<file path="src/hw/rtl/rvaa_fifo.sv">
// Small register queue used between the front end and the back end and on the result side.
// Depth must be a power of two. Depends on nothing.
`timescale 1ns / 1ps

module rvaa_fifo #(
  parameter int WIDTH = 8,
  parameter int DEPTH = 4
) (
  input  logic             clk,
  input  logic             rst,
  input  logic             push,
  input  logic [WIDTH-1:0] wdata,
  output logic             full,
  input  logic             pop,
  output logic [WIDTH-1:0] rdata,
  output logic             empty
);

  localparam int PTR_W = $clog2(DEPTH);

  logic [WIDTH-1:0] mem [DEPTH];
  logic [PTR_W-1:0] wp;
  logic [PTR_W-1:0] rp;
  logic [PTR_W:0]   count;
  logic             push_ok;
  logic             pop_ok;

  assign full    = (count == (PTR_W + 1)'(DEPTH));
  assign empty   = (count == '0);
  assign push_ok = push && !full;
  assign pop_ok  = pop && !empty;
  assign rdata   = mem[rp];

  always_ff @(posedge clk) begin
    if (rst) begin
      wp    <= '0;
      rp    <= '0;
      count <= '0;
    end else begin
      if (push_ok) begin
        wp <= wp + PTR_W'(1);
      end
      if (pop_ok) begin
        rp <= rp + PTR_W'(1);
      end
      if (push_ok && !pop_ok) begin
        count <= count + (PTR_W + 1)'(1);
      end else if (pop_ok && !push_ok) begin
        count <= count - (PTR_W + 1)'(1);
      end
    end
  end

  always_ff @(posedge clk) begin
    if (push_ok) begin
      mem[wp] <= wdata;
    end
  end

endmodule

</file>
<file path="config.mk">
export PLATFORM = sky130hd
export DESIGN_NAME = rvaa_fifo
export DESIGN_NICKNAME = d
export VERILOG_FILES = /design/src/hw/rtl/rvaa_fifo.sv
export SDC_FILE = /design/constraint.sdc
export NUM_CORES = 1
export LEC_CHECK = 0
export BUFFER_PORTS_ARGS = -buffer_cell sky130_fd_sc_hd__buf_4
export CAP_MARGIN = 20
export CELL_PAD_IN_SITES_DETAIL_PLACEMENT = 1
export CELL_PAD_IN_SITES_GLOBAL_PLACEMENT = 1
export CORE_MARGIN = 5
export CORE_UTILIZATION = 47
export DETAILED_ROUTE_END_ITERATION = 10
export PLACE_DENSITY = 0.87
export SETUP_SLACK_MARGIN = 0.5
export SLEW_MARGIN = 20
export SYNTH_ARGS = -nofsm -noshare
export SYNTH_HDL_FRONTEND = slang
export SYNTH_SLANG_ARGS = --single-unit
</file>
<file path="constraint.sdc">
create_clock -name clk -period 2.6 [get_ports clk]
set_clock_uncertainty 0.15 [all_clocks]
set_input_delay 0.39 -clock clk [delete_from_list [all_inputs] [get_ports clk]]
set_output_delay 0.39 -clock clk [all_outputs]
set_load 0.03 [all_outputs]
</file>
==> metrics.yaml <==
hold_path:
  worstHoldEndpoint: "mem[0][1]$_DFFE_PP_"
  number_of_stages_on_the_worst_hold_path: 1
  holdCritPathClass: "in -> reg"
  holdCritStartpoint: "wdata[1]"
synthesis:
  instance_count_of_the_mapped_netlist: 90
  synth_largest_type_area_fraction_pct: 59.3
  synthDistinctLibCells: 21
  avgSynthCellArea_um2: 18.0
  netlist.top_cell.by_area: "sky130_fd_sc_hd__edfxtp_1"
  synth_edf_count: 32
  synth.ff_latch_count: 41
  synth-seq-area-share_pct: 70.4
  ys_top_cells_by_area: "sky130_fd_sc_hd__edfxtp_1 (59%), sky130_fd_sc_hd__dfxtp_1 (11%), sky130_fd_sc_hd__mux4_2 (11%)"
  asyncSetResetFlopFracSynth_pct: 0
  post_synth_instance_area_um2: 1620
  synth.net_count: 108
  post-synth-top-count-cell: "sky130_fd_sc_hd__edfxtp_1"
  top_post_synthesis_cells_by_count: "sky130_fd_sc_hd__edfxtp_1 (32), sky130_fd_sc_hd__dfxtp_1 (9), sky130_fd_sc_hd__mux4_2 (8), sky130_fd_sc_hd__ha_1 (5), sky130_fd_sc_hd__nor2_1 (5)"
  postSynth.topFlopCell: "sky130_fd_sc_hd__edfxtp_1"
  synth_warnings: 0
floorplanning:
  floorplan.core_area_um2: 3340
  die_w_um: 68.7
  die_area_um2: 4720
  top_level_ports: 22
  fp.dieH_um: 68.7
  initial_utilization_pct: 48.6
  core.rowCount: 21
critical_path:
  critical_path_required_ps: 2720
  cp_data_arrival_time_ps: 2210
  crit_path_max_fanout: 6
  minimum_setup_slack_among_reg_to_reg_paths_ps: 510
  worstReg2RegStart: "count[2]$_SDFFE_PP0P_"
  setup.worst_path.start_class: "register"
  number_of_cells_traversed_by_the_worst_register_to_register_path: 7
  endpoint_kind_of_the_worst_setup_timing_path: "register"
  r2r_end: "count[2]$_SDFFE_PP0P_"
  timing_worst_setup_path_type: "reg -> reg"
clock_tree:
  htree_num_levels: 2
  clk_latency_ps: 340
  sink_count: 41
  ctsHoldBuffers: 0
  cts.path.max_buffers: 2
  cts_tree: "built"
  register_clock_pin_slew_on_the_reported_worst_setup_and_hold_paths_ps: 120
  numCtsBuffers: 5
  cts_root_buffer: "sky130_fd_sc_hd__clkbuf_4"
global_routing:
  grt_pass1_wl_um: 4650
  globalRouteOverflowTotal: 0
  globalRouteTotalUtil_pct: 14.4
  antenna_violations_before_repair: 0
  largest_net_degree_at_the_start_of_global_routing: 14
  vias_in_the_first_global_route: 929
status:
  run_status: "finished clean"
layout:
  drive_above_1_share_pct: 41.2
  nNetsFinal: 136
  finished_core_util_pct: 59.8
  insertedDiodeCount: 0
  post-route-cell-area_um2: 2000
  area.growth.synth_to_final_pct: 23.2
  final_cell_count_no_fill: 165
detailed_routing:
  routedWlPerCell_um: 17.6
  drt_first_iter_violations: 107
  drt-total-wl_um: 2900
  vias: 824
  routed_via_density: 4.99
  drt_first_pass_iters: 4
  drc_errors: 0
  antenna_violating_nets_post_route: 0
pwr:
  total_leakage_power_nw: 0.716
  power.density_nw_per_um2: 996
  ir_worst_vdd_mv: 0.462
sta:
  timing.final.max_slew_violations: 0
  timing.final.setup_violations: 0
  fin_crit_share_pct: 80.4
  final_hold_viol_count: 0
  worst_slew_margin_rel_pct: 67.6
  setup_ws_ps: 510
  max_slew.worst_pin.slew_ps: 486
  fin_tns_setup_ps: 0
  maximum_clock_rate_mhz: 479
  timing.final.crit_period_ps: 2090
  rsz0062_at_grt: "yes"
placed_design:
  place_hpwl_um: 1980
  io_buffer_count: 21
  total_placed_instance_area_um2: 1830
  globalplace.congestion: 0.786
  place_worst_setup_slack_ps: 325
  place.detailed.instances: 154
flow_run:
  max_capacitance_violation_count: 0
## where the power goes
group          switching (mW)  total, mW  internal (mW)  leakage, nW
logic                   0.339      0.674          0.335        0.303
clock network           0.202      0.404          0.202       0.0422
registers              0.0978      0.910          0.812        0.370
total                   0.639       1.99           1.35        0.716
## repair_timing
item	CTS	global route
endpoints found under the setup margin	9	9
resized for setup	11	8
buffers inserted	3	0
gates cloned	0	0
pin swaps	4	0
## worst max-delay path: stages, from the launching register on
cell and delay (ps):
sky130_fd_sc_hd__dfxtp_4 380, sky130_fd_sc_hd__o31ai_4 280, sky130_fd_sc_hd__ha_2 220, sky130_fd_sc_hd__inv_1 50, sky130_fd_sc_hd__fa_2 330, sky130_fd_sc_hd__xor2_1 160
sky130_fd_sc_hd__or3_1 320, sky130_fd_sc_hd__a21oi_2 130
## registers in the layout, indices dropped and copies added (netlist names), named ones only
name,flops
rp,2
wp,2
count,3
mem,32
## worst max path at each step
stage,cells past startpoint,startpoint,slack [ps],to
floorplan,8,count[2]$_SDFFE_PP0P_,510,count[2]$_SDFFE_PP0P_
global placement,9,push,450,count[2]$_SDFFE_PP0P_
detailed placement,9,push,330,count[2]$_SDFFE_PP0P_
CTS,2,register,490,rdata[0]
global route,7,count[2]$_SDFFE_PP0P_,430,count[2]$_SDFFE_PP0P_
finish,7,count[2]$_SDFFE_PP0P_,510,count[2]$_SDFFE_PP0P_
## kinds of logic (layout without fill, tap and decap cells)
logic type                 after synthesis  after routing  share of synthesized area, %
and+or+nand+nor                         16             16                          5.71
muxes                                   10             10                          12.4
buffers and inverters                    7             36                          1.70
AOI/OAI and AO/OA                        6              6                          2.55
DFF                                     41             41                          70.4
xor gates and xnor gates                 4              4                          2.16
adders and majority gates                6              6                          5.10
## layer usage
layer  GRT usage (%)  share of wire (%)  routed length [um]  vias up
li1                -                  -                   -      394
met1            17.5                 41                1190      405
met2            24.3                 53                1530       19
met3            4.70                4.8                 139        6
met4            4.38                1.3                  38        0
met5               0                  0                   0        -
## metrics by stage
| stage | hold slack [ps] | power, mW |
|---|---|---|
| after floorplan | 332 | 1.31 |
| after global placement | 347 | 1.49 |
| after detailed placement | 368 | 1.51 |
| after CTS | 74.6 | 1.96 |
| after global routing | 58.7 | 2.11 |
| final | 83.6 | 1.99 |
## cells in the final DEF, fill, tap and decap left out, types with 2 or more instances in the layout
cell	netlist	routed
sky130_fd_sc_hd__or3_1	2	2
sky130_fd_sc_hd__dfxtp_1	9	5
sky130_fd_sc_hd__mux4_2	8	8
sky130_fd_sc_hd__inv_1	4	4
sky130_fd_sc_hd__and2_1	4	4
sky130_fd_sc_hd__o21ai_0	2	2
sky130_fd_sc_hd__edfxtp_1	32	32
sky130_fd_sc_hd__nor2_1	5	5
sky130_fd_sc_hd__ha_1	5	4
sky130_fd_sc_hd__mux2i_1	2	2
sky130_fd_sc_hd__buf_6	0	8
sky130_fd_sc_hd__buf_4	0	16
sky130_fd_sc_hd__nand2b_1	2	2
sky130_fd_sc_hd__dfxtp_4	0	4
sky130_fd_sc_hd__xor2_1	4	4
sky130_fd_sc_hd__clkbuf_4	0	5
## cell type report
class	instances	area, um^2
clock inverters	2	35.0
multi-input cells	42	480
clock buffers	6	41.3
inverters	4	15.0
flip-flops and latches	41	1160
repair buffers	24	210
well taps	46	57.6
fillers	319	1340
Note: power is estimated with default switching activity, not from simulation.
